$ cat src/rtl/mexp_pkg.sv
// mexp_pkg: shared types for the modular exponentiation block
// status codes and controller states; no dependencies
`default_nettype none

package mexp_pkg;

  typedef enum logic [1:0] {
    ST_OK       = 2'd0,
    ST_NEG_EXP  = 2'd1,
    ST_ZERO_MOD = 2'd2
  } mexp_status_e;

  typedef enum logic [2:0] {
    S_IDLE,
    S_WAIT_BASE,
    S_STEP,
    S_WAIT_ACC,
    S_WAIT_SQ,
    S_FINISH
  } mexp_state_e;

endpackage

`default_nettype wire

$ cat src/rtl/mexp_mulmod.sv
// mexp_mulmod: bit-serial modular multiplier, (a * b) mod m, b scanned from its top bit
// each bit of b takes a modular doubling, then a conditional modular add
// no package dependencies
`default_nettype none

module mexp_mulmod #(
  parameter int WIDTH = 32
) (
  input  wire logic             clk_i,
  input  wire logic             rst_ni,
  input  wire logic             start_i,
  input  wire logic [WIDTH-1:0] a_i,
  input  wire logic [WIDTH-1:0] b_i,
  input  wire logic [WIDTH-1:0] m_i,
  output logic                  done_o,
  output logic [WIDTH-1:0]      r_o
);

  localparam int CW = $clog2(WIDTH);

  logic [WIDTH-1:0] a_q, m_q, b_q, r_q;
  logic [WIDTH-1:0] b_d, r_d;
  logic [CW-1:0]    cnt_q, cnt_d;
  logic             phase_q, phase_d;
  logic             busy_q, busy_d;
  logic             done_q, done_d;

  // (x + y) mod m for x, y below m
  function automatic logic [WIDTH-1:0] add_mod(input logic [WIDTH-1:0] x,
                                               input logic [WIDTH-1:0] y,
                                               input logic [WIDTH-1:0] m);
    logic [WIDTH:0] s;
    logic [WIDTH:0] d;
    s = {1'b0, x} + {1'b0, y};
    d = s - {1'b0, m};
    if (s >= {1'b0, m}) begin
      return d[WIDTH-1:0];
    end
    return s[WIDTH-1:0];
  endfunction

  always_comb begin
    b_d     = b_q;
    r_d     = r_q;
    cnt_d   = cnt_q;
    phase_d = phase_q;
    busy_d  = busy_q;
    done_d  = 1'b0;
    if (busy_q) begin
      if (!phase_q) begin
        r_d     = add_mod(r_q, r_q, m_q);
        phase_d = 1'b1;
      end else begin
        if (b_q[WIDTH-1]) begin
          r_d = add_mod(r_q, a_q, m_q);
        end
        b_d     = {b_q[WIDTH-2:0], 1'b0};
        phase_d = 1'b0;
        cnt_d   = cnt_q - CW'(1);
        if (cnt_q == '0) begin
          busy_d = 1'b0;
          done_d = 1'b1;
        end
      end
    end else if (start_i) begin
      b_d     = b_i;
      r_d     = '0;
      cnt_d   = CW'(WIDTH - 1);
      phase_d = 1'b0;
      busy_d  = 1'b1;
    end
  end

  always_ff @(posedge clk_i or negedge rst_ni) begin
    if (!rst_ni) begin
      busy_q  <= 1'b0;
      done_q  <= 1'b0;
      phase_q <= 1'b0;
      cnt_q   <= '0;
    end else begin
      busy_q  <= busy_d;
      done_q  <= done_d;
      phase_q <= phase_d;
      cnt_q   <= cnt_d;
    end
  end

  always_ff @(posedge clk_i) begin
    if (!busy_q && start_i) begin
      a_q <= a_i;
      m_q <= m_i;
    end
    b_q <= b_d;
    r_q <= r_d;
  end

  assign done_o = done_q;
  assign r_o    = r_q;

endmodule

`default_nettype wire

$ cat src/rtl/modular_exponentiation_top.sv
// a zero or negative exponent or a zero modulus skips the multiplier and goes straight to
// the result; else the base is reduced mod m, then each exponent bit from the bottom takes
// a modular squaring, preceded by a modular multiply into the accumulator for a one bit
// throughput: one item at a time, set by the single bit-serial modular multiplier; the
// next item is taken the cycle after the result is loaded, even while that result waits
// reset: asynchronous active low, block idle, no result pending; uses mexp_pkg, mexp_mulmod
`default_nettype none

module modular_exponentiation_top #(
  parameter int WIDTH = 32
) (
  input  wire logic                    clk_i,
  input  wire logic                    rst_ni,
  input  wire logic                    in_valid_i,
  output logic                         in_ready_o,
  input  wire logic [WIDTH-1:0]        base_i,
  input  wire logic signed [WIDTH-1:0] exponent_i,
  input  wire logic [WIDTH-1:0]        modulus_i,
  output logic                         out_valid_o,
  input  wire logic                    out_ready_i,
  output logic [WIDTH-1:0]             power_o,
  output logic [1:0]                   status_o
);

  mexp_pkg::mexp_state_e  state_q, state_d;
  mexp_pkg::mexp_status_e res_st_q, res_st_d, status_q;

  logic [WIDTH-1:0] exp_q, exp_d, mod_q, mod_d, sq_q, sq_d, acc_q, acc_d;
  logic [WIDTH-1:0] one_q, one_d, res_q, res_d, power_q;
  logic             out_valid_q, out_valid_d, load_out;

  logic             mul_start, mul_done;
  logic [WIDTH-1:0] mul_a, mul_b, mul_r;

  mexp_mulmod #(.WIDTH(WIDTH)) u_mulmod (
    .clk_i  (clk_i),
    .rst_ni (rst_ni),
    .start_i(mul_start),
    .a_i    (mul_a),
    .b_i    (mul_b),
    .m_i    (mod_d),
    .done_o (mul_done),
    .r_o    (mul_r)
  );

  assign in_ready_o = (state_q == mexp_pkg::S_IDLE);

  always_comb begin
    state_d   = state_q;
    exp_d     = exp_q;
    mod_d     = mod_q;
    sq_d      = sq_q;
    acc_d     = acc_q;
    one_d     = one_q;
    res_d     = res_q;
    res_st_d  = res_st_q;
    mul_start = 1'b0;
    mul_a     = acc_q;
    mul_b     = sq_q;
    load_out  = 1'b0;
    case (state_q)
      mexp_pkg::S_IDLE: begin
        if (in_valid_i) begin
          exp_d = exponent_i;
          mod_d = modulus_i;
          one_d = (modulus_i == WIDTH'(1)) ? '0 : WIDTH'(1);
          if (exponent_i == '0) begin
            res_d    = WIDTH'(1);
            res_st_d = mexp_pkg::ST_OK;
            state_d  = mexp_pkg::S_FINISH;
          end else if (exponent_i[WIDTH-1]) begin
            res_d    = '0;
            res_st_d = mexp_pkg::ST_NEG_EXP;
            state_d  = mexp_pkg::S_FINISH;
          end else if (modulus_i == '0) begin
            res_d    = '0;
            res_st_d = mexp_pkg::ST_ZERO_MOD;
            state_d  = mexp_pkg::S_FINISH;
          end else begin
            // base reduction as (1 mod m) * base
            mul_a     = one_d;
            mul_b     = base_i;
            mul_start = 1'b1;
            state_d   = mexp_pkg::S_WAIT_BASE;
          end
        end
      end
      mexp_pkg::S_WAIT_BASE: begin
        if (mul_done) begin
          sq_d    = mul_r;
          acc_d   = one_q;
          state_d = mexp_pkg::S_STEP;
        end
      end
      mexp_pkg::S_STEP: begin
        if (exp_q == '0) begin
          res_d    = acc_q;
          res_st_d = mexp_pkg::ST_OK;
          state_d  = mexp_pkg::S_FINISH;
        end else if (exp_q[0]) begin
          mul_a     = acc_q;
          mul_b     = sq_q;
          mul_start = 1'b1;
          state_d   = mexp_pkg::S_WAIT_ACC;
        end else begin
          mul_a     = sq_q;
          mul_b     = sq_q;
          mul_start = 1'b1;
          state_d   = mexp_pkg::S_WAIT_SQ;
        end
      end
      mexp_pkg::S_WAIT_ACC: begin
        if (mul_done) begin
          acc_d     = mul_r;
          mul_a     = sq_q;
          mul_b     = sq_q;
          mul_start = 1'b1;
          state_d   = mexp_pkg::S_WAIT_SQ;
        end
      end
      mexp_pkg::S_WAIT_SQ: begin
        if (mul_done) begin
          sq_d    = mul_r;
          exp_d   = {1'b0, exp_q[WIDTH-1:1]};
          state_d = mexp_pkg::S_STEP;
        end
      end
      mexp_pkg::S_FINISH: begin
        if (!out_valid_q || out_ready_i) begin
          load_out = 1'b1;
          state_d  = mexp_pkg::S_IDLE;
        end
      end
      default: begin
        state_d = mexp_pkg::S_IDLE;
      end
    endcase
  end

  always_comb begin
    out_valid_d = out_valid_q;
    if (out_ready_i) begin
      out_valid_d = 1'b0;
    end
    if (load_out) begin
      out_valid_d = 1'b1;
    end
  end

  always_ff @(posedge clk_i or negedge rst_ni) begin
    if (!rst_ni) begin
      state_q     <= mexp_pkg::S_IDLE;
      out_valid_q <= 1'b0;
    end else begin
      state_q     <= state_d;
      out_valid_q <= out_valid_d;
    end
  end

  always_ff @(posedge clk_i) begin
    exp_q    <= exp_d;
    mod_q    <= mod_d;
    sq_q     <= sq_d;
    acc_q    <= acc_d;
    one_q    <= one_d;
    res_q    <= res_d;
    res_st_q <= res_st_d;
    if (load_out) begin
      power_q  <= res_q;
      status_q <= res_st_q;
    end
  end

  assign out_valid_o = out_valid_q;
  assign power_o     = power_q;
  assign status_o    = status_q;

endmodule

`default_nettype wire

$ cat config.mk
export PLATFORM = sky130hd
export DESIGN_NAME = modular_exponentiation_top
export DESIGN_NICKNAME = d
export VERILOG_FILES = /design/src/rtl/mexp_pkg.sv /design/src/rtl/mexp_mulmod.sv /design/src/rtl/modular_exponentiation_top.sv
export SDC_FILE = /design/constraint.sdc
export NUM_CORES = 1
export LEC_CHECK = 0
export BUFFER_PORTS_ARGS = -buffer_cell sky130_fd_sc_hd__buf_2
export CORE_MARGIN = 5
export CORE_UTILIZATION = 40
export CTS_CLUSTER_SIZE = 12
export DETAILED_ROUTE_END_ITERATION = 8
export PLACE_DENSITY = 0.57
export SETUP_SLACK_MARGIN = 0.2
export SLEW_MARGIN = 30
export SYNTH_ARGS = -nofsm -noshare
export SYNTH_HDL_FRONTEND = slang
export SYNTH_SLANG_ARGS = --single-unit
$ cat constraint.sdc
create_clock -name clk_i -period 6.11 [get_ports clk_i]
set_input_delay 0.3055 -clock clk_i [delete_from_list [all_inputs] [get_ports clk_i]]
set_output_delay 0.3055 -clock clk_i [all_outputs]
set_load 0.02 [all_outputs]
==> impl_metrics.env, run 1 <==
export IMPL_status="finished, final reports clean"
export IMPL_peakVddDrop_v=0.0002558
export IMPL_synthCells=1741
export IMPL_final_setup_viol_count=0
export IMPL_cap_viol_max_count=0
export IMPL_crit_cells=19
export IMPL_grt_use_total=0.1901
export IMPL_grt_max_degree=67
export IMPL_route_detailed_drc=0
export IMPL_drt_initial_drc_count=1075
export IMPL_r2r_setup_slack_ps=600
export IMPL_cts_sinks=337
export IMPL_synth_top_area_frac=0.4643
export IMPL_crit_end="u_mulmod.r_o[22]"
export IMPL_startpoint="u_mulmod.r_o[2]"
export IMPL_synth_edf_count=293
export IMPL_slowest_stage="edfxtp_1"
export IMPL_ys_ff_latch=337
export IMPL_required_ps=6380
export IMPL_die_area_um2=51820
export IMPL_met3_usage=0.02838
export IMPL_ys_warn_count=0
export IMPL_first_global_vias=13480
export IMPL_r2r_start="u_mulmod.r_o[2]"
export IMPL_synthesis_area_um2=18950
export IMPL_die_x_um=227.6
export IMPL_worstPathMaxFanout=14
export IMPL_fin_area_um2=21980
export IMPL_place_congestion=0.9477
export IMPL_period_minus_slack_ps=5505
export IMPL_fin_crit_sh=0.9010
export IMPL_power_density_nw_per_um2=621.2
export IMPL_wirelength_um=50280
export IMPL_total_power_mw=13.65
export IMPL_synth_area_leaders="edfxtp_1, ha_1, nand2_1"
export IMPL_rr_worst_depth=19
export IMPL_cpLargestDelayFamily="compound AO/OA/AOI/OAI gates"
export IMPL_antenna_found_initial=0
export IMPL_use_met2=0.2792
export IMPL_end_kind="flip-flop"
export IMPL_crit_buf_inv=1
export IMPL_cp_cell_sequence="ha_1, o21ai_0, o21ai_1, a21oi_1, o41ai_1, o21ai_0, o31ai_1, xor2_1, ha_1, and4_1, and3_1, nand4_1, and2_1, nand4b_1, o21ai_1, and2_4, buf_12, mux2i_1, a211oi_1"
export IMPL_layout_nets=2110
export IMPL_async_reset_ff_frac=0.03561
export IMPL_cts_root_buf="clkbuf_16"
export IMPL_cts_made_buffers=39
export IMPL_synth_fp_nets=1942
export IMPL_cts_tree="yes"
export IMPL_syn_area_per_cell_um2=10.88
export IMPL_synth_cell_type_count=80
export IMPL_min_from="exponent_i[26]"
export IMPL_ys_flop_type="edfxtp_1"
export IMPL_worst_clock_skew_ps=21.52
export IMPL_clock_latency_ps=550
export IMPL_drt_pass1_iter_count=6
export IMPL_fp_dieH_um=227.6
export IMPL_setup_ws_ps=604.7
export IMPL_final_setup_tns_ps=0
export IMPL_hpwl_um=37530
export IMPL_syn2layout_area_growth_pct=15.99
export IMPL_cts_max_level=2
export IMPL_grt_pass1_wl_um=77220
export IMPL_drive_gt1_frac=0.1556
export IMPL_power_leakage_nw=8.600
export IMPL_finalMaxSlewViolations=0
export IMPL_post_dp_cell_area_um2=20410
export IMPL_coreArea_um2=46750
export IMPL_dp_slack_ps=442.9
export IMPL_use_met1=0.2962
export IMPL_crit_type="reg2reg"
export IMPL_port_buffers=135
export IMPL_timing_final_hold_violations=0
export IMPL_grt_setup_unrepaired="no"
export IMPL_grt_overflow=0
export IMPL_hold_path_class="in2reg"
export IMPL_slowest_delay_ps=490
export IMPL_ant_nets=0
export IMPL_busiest_layer="met1"
export IMPL_cp_arrival_ps=5770
export IMPL_ys_seq_area_frac=0.5140
export IMPL_cts_clk_slew_worst_paths_ps=60
export IMPL_start_util=0.4053
export IMPL_worst_pin_slew_ps=934.1
export IMPL_rr_endpoint="u_mulmod.r_o[22]"
export IMPL_viasPerCell=5.500
export IMPL_max_slew_margin_rel=0.3773
export IMPL_crit_path_start_kind="flip-flop"
export IMPL_wl_per_cell_um=19.78
export IMPL_vias=13980
export IMPL_ioPinCount=136
export IMPL_rows=79
export IMPL_n_antenna_cell=0
export IMPL_max_freq_mhz=181.6
export IMPL_yosys_area_top_type="edfxtp_1"
export IMPL_cts_buffer_depth=3
repair_timing:
item                                    4_1_cts  5_1_grt
hold buffers                                 32        0
buffers inserted                              0        2
resized for setup                             0        6
endpoints found under the setup margin        0       26
hold endpoints to repair                     43        0
metrics by stage:
step,utilization,std cells,hold slack (ps)
2_1_floorplan,-,1741,9.909
3_3_place_gp,0.4361,2439,203.5
3_5_place_dp,0.4365,2440,207.2
4_1_cts,0.4688,2539,33.40
5_1_grt,0.4701,2542,53.25
6_report,0.4701,2542,71.13
power by group:
group | switching, mW | internal (mW)
sequential | 0.332 | 3.43
clock | 0.939 | 1.27
combinational | 4.57 | 3.11
total | 5.84 | 7.81
cell type report:
type,count,area (um2)
well taps,607,759.5
multi-input cells,1257,8672
inverters,61,230.2
flip-flops and latches,337,9741
fillers,4296,24780
repair buffers,213,1381
clock inverters,18,137.6
clock buffers,49,1056
worst min-delay path by stage:
stage,end,slack (ps),cells past startpoint
finish,exp_q[26],70,2
global route,exp_q[25],50,2
CTS,exp_q[25],30,2
detailed placement,u_mulmod.cnt_q[3],210,1
global placement,u_mulmod.cnt_q[0],200,1
floorplan,out_valid_o,10,0
Yosys cell counts (10+ instances only):
cell type,instances
edfxtp_1,293
nand2_1,200
a21oi_1,100
ha_1,98
o21ai_0,97
nor2_1,86
and2_1,72
mux2i_1,66
clkbuf_1,63
inv_1,61
xnor2_1,52
a211oi_1,49
mux2_2,34
a22o_1,33
nor4_1,33
a21o_1,32
dfxtp_1,32
xor2_1,29
nor3_1,27
nand4_1,22
nand3_1,20
o21a_1,16
nor2b_1,14
a31oi_1,13
and3_1,13
buf_2,13
dfrtp_1,12
o211ai_1,12
o22ai_1,11
nand2b_1,10
worst reg2reg max path, cell delays in order, from the launching register on:
cell	delay [ps]
edfxtp_1	490
ha_1	410
o21ai_0	130
o21ai_1	250
a21oi_1	160
o41ai_1	490
o21ai_0	340
o31ai_1	370
xor2_1	310
ha_1	350
and4_1	270
and3_1	240
nand4_1	140
and2_1	160
nand4b_1	110
o21ai_1	200
and2_4	300
buf_12	200
mux2i_1	240
a211oi_1	90
cell usage in the layout (no fill, tap or decap), types with 22 or more instances in the layout:
cell type      instances
dfxtp_1               32
nand2_1              200
nor2_1                84
dlygate4sd3_1         32
mux2i_1               66
edfxtp_1             293
a211oi_1              49
a22o_1                33
xor2_1                29
nor3_1                27
clkbuf_16             41
a21oi_1               99
nand4_1               22
mux2_2                34
and2_1                72
inv_1                 60
a21o_1                32
buf_2                135
o21ai_0               94
buf_4                 43
nor4_1                33
xnor2_1               52
ha_1                  97
per-layer routing:
layer  wire length, um  share of wire  vias up
met5                 0              0        -
met4              1084          0.022        0
met3              2627          0.052       56
met2             21000           0.42      350
met1             25570           0.51     6714
li1                  -              -     6862
cell families after synthesis:
| family | after synthesis | synth area share |
|---|---|---|
| compound gates | 440 | 0.1560 |
| xor+xnor | 81 | 0.03744 |
| fa+ha+maj | 101 | 0.06788 |
| buf+inv | 147 | 0.03143 |
| flops | 337 | 0.5140 |
| mux | 100 | 0.05507 |
| simple gates | 535 | 0.1381 |
Power figures use the tool's default switching activity.
==> run 2, diff against run 1 <==
CORE_UTILIZATION = 55   (was 40)
PLACE_DENSITY = 0.74   (was 0.57)
clock period = 5.09 ns   (was 6.11 ns; I/O delays follow)
==> impl_metrics.env, run 2 (synthesis gave the netlist of run 1 again) <==
export IMPL_power_density_nw_per_um2=801.6
export IMPL_worst_pin_slew_ps=728.5
export IMPL_period_minus_slack_ps=4901
export IMPL_end_kind="flip-flop"
export IMPL_crit_path_start_kind="flip-flop"
export IMPL_n_antenna_cell=0
export IMPL_cp_arrival_ps=5180
export IMPL_drive_gt1_frac=0.2264
export IMPL_slowest_delay_ps=430
export IMPL_cts_clk_slew_worst_paths_ps=60
export IMPL_cts_tree="yes"
export IMPL_r2r_start="u_mulmod.r_o[0]"
export IMPL_rr_worst_depth=22
export IMPL_power_leakage_nw=9.102
export IMPL_start_util=0.5526
export IMPL_drt_initial_drc_count=1156
export IMPL_rr_endpoint="u_mulmod.r_o[1]"
export IMPL_cts_buffer_depth=3
export IMPL_power_frac_seq=0.242
export IMPL_status="finished, final reports clean"
export IMPL_startpoint="u_mulmod.r_o[0]"
export IMPL_min_from="exponent_i[30]"
export IMPL_crit_end="u_mulmod.r_o[1]"
export IMPL_grt_pass1_wl_um=77250
export IMPL_die_area_um2=38260
export IMPL_peakVddDrop_v=0.0003906
export IMPL_syn2layout_area_growth_pct=21.22
export IMPL_fp_dieH_um=195.6
export IMPL_grt_overflow=0
export IMPL_hpwl_um=37100
export IMPL_wirelength_um=50950
export IMPL_switching_share=0.4267
export IMPL_final_cells=2478
export IMPL_vias=14800
export IMPL_cap_viol_max_count=0
export IMPL_timing_final_hold_violations=0
export IMPL_cts_max_level=2
export IMPL_cpLargestDelayFamily="simple AND/OR/NAND/NOR gates"
export IMPL_cts_sinks=337
export IMPL_cts_root_buf="clkbuf_16"
export IMPL_p_comb_frac=0.624
export IMPL_slowest_stage="edfxtp_1"
export IMPL_hold_path_class="in2reg"
export IMPL_crit_buf_inv=3
export IMPL_first_global_vias=14040
export IMPL_port_buffers=135
export IMPL_dp_cells=2354
export IMPL_grt_max_degree=67
export IMPL_place_congestion=0.9843
export IMPL_required_ps=5370
export IMPL_pwr_share_clk=0.134
export IMPL_rows=68
export IMPL_r2r_setup_slack_ps=190
export IMPL_final_common_cell="edfxtp_1"
export IMPL_finalMaxSlewViolations=0
export IMPL_crit_type="reg2reg"
export IMPL_max_freq_mhz=204.1
export IMPL_coreArea_um2=34290
export IMPL_p_sw_mw=7.856
export IMPL_fin_crit_sh=0.9628
export IMPL_grt_use_total=0.2542
export IMPL_die_x_um=195.6
export IMPL_fill_cells=2625
export IMPL_drt_pass1_iter_count=5
export IMPL_clock_latency_ps=550
export IMPL_layout_nets=2203
export IMPL_mostFrequentLayoutCells="edfxtp_1, nand2_1, buf_2"
export IMPL_route_detailed_drc=0
export IMPL_worst_clock_skew_ps=13.34
export IMPL_wl_per_cell_um=20.56
export IMPL_crit_cells=22
export IMPL_worstPathMaxFanout=7
export IMPL_viasPerCell=5.971
export IMPL_ioPinCount=136
export IMPL_cts_made_buffers=37
export IMPL_cp_cell_sequence="ha_4, fa_2, a211oi_2, o21ai_2, o211a_1, or2_4, o21ai_4, a311oi_2, xor2_1, buf_4, ha_4, buf_4, and4_4, and3_4, nand4_1, and2_4, nand4b_1, o21ai_2, and2_4, buf_12, mux2i_1, a211oi_1"
export IMPL_antenna_found_initial=0
export IMPL_whs_ps=29.99
export IMPL_cell_internal_pwr_mw=10.56
export IMPL_ant_nets=0
export IMPL_final_setup_viol_count=0
export IMPL_max_slew_margin_rel=0.5136
export IMPL_grt_setup_unrepaired="yes"
## run 2: metal layers
metal / global-route usage / vias to the layer above / share of wire
li1: - / 7036 / -
met1: 0.3912 / 7109 / 0.47
met2: 0.3804 / 589 / 0.44
met3: 0.03571 / 61 / 0.074
met4: 0.06724 / 0 / 0.023
met5: 0 / - / 0
## run 2: worst min-delay path by stage
stage / end / cells after the start
after floorplan: out_valid_o / 0
after global placement: u_mulmod.cnt_q[3] / 1
after detailed placement: u_mulmod.cnt_q[3] / 1
after CTS: exp_q[30] / 2
after global routing: exp_q[22] / 2
final: exp_q[30] / 2
## run 2: cell type report
type / count / area (um2) / share of cell area
Clock buffer: 50 / 1016 / 0.04423
Inverter: 61 / 229.0 / 0.009969
Timing Repair Buffer: 308 / 2187 / 0.09522
Sequential cell: 337 / 9741 / 0.4241
Multi-Input combinational cell: 1257 / 9141 / 0.3980
Clock inverter: 10 / 85.08 / 0.003704
Tap cell: 455 / 569.3 / 0.02479
## run 2: repair_timing
item,4_1_cts,5_1_grt
cloned,1,1
pin swaps,33,50
endpoints found under the setup margin,32,32
buffers inserted,15,13
hold buffers,33,0
gates resized for setup,42,55
hold endpoints to repair,65,0
## run 2: power groups by stage
stage               sequential [mW]  combinational, mW  clock, mW
detailed placement             4.48               9.99          0
global placement               4.46               9.81          0
global route                   4.51               12.3       2.64
floorplan                      4.48               6.82          0
finish                         4.45               11.5       2.47
CTS                            4.43               10.5       2.51
## run 2: per-stage QoR
step	utilization	cell area (um2)	TNS (ps)	total power, mW	setup WS, ps
after floorplan	-	18950	0	11.29	210.5
after global placement	0.6047	20730	-9159	14.27	-435.7
after detailed placement	0.6051	20750	-14350	14.47	-660.6
after CTS	0.6569	22520	0	17.48	113.1
after global routing	0.6699	22970	0	19.50	42.82
final	0.6699	22970	0	18.41	189.5
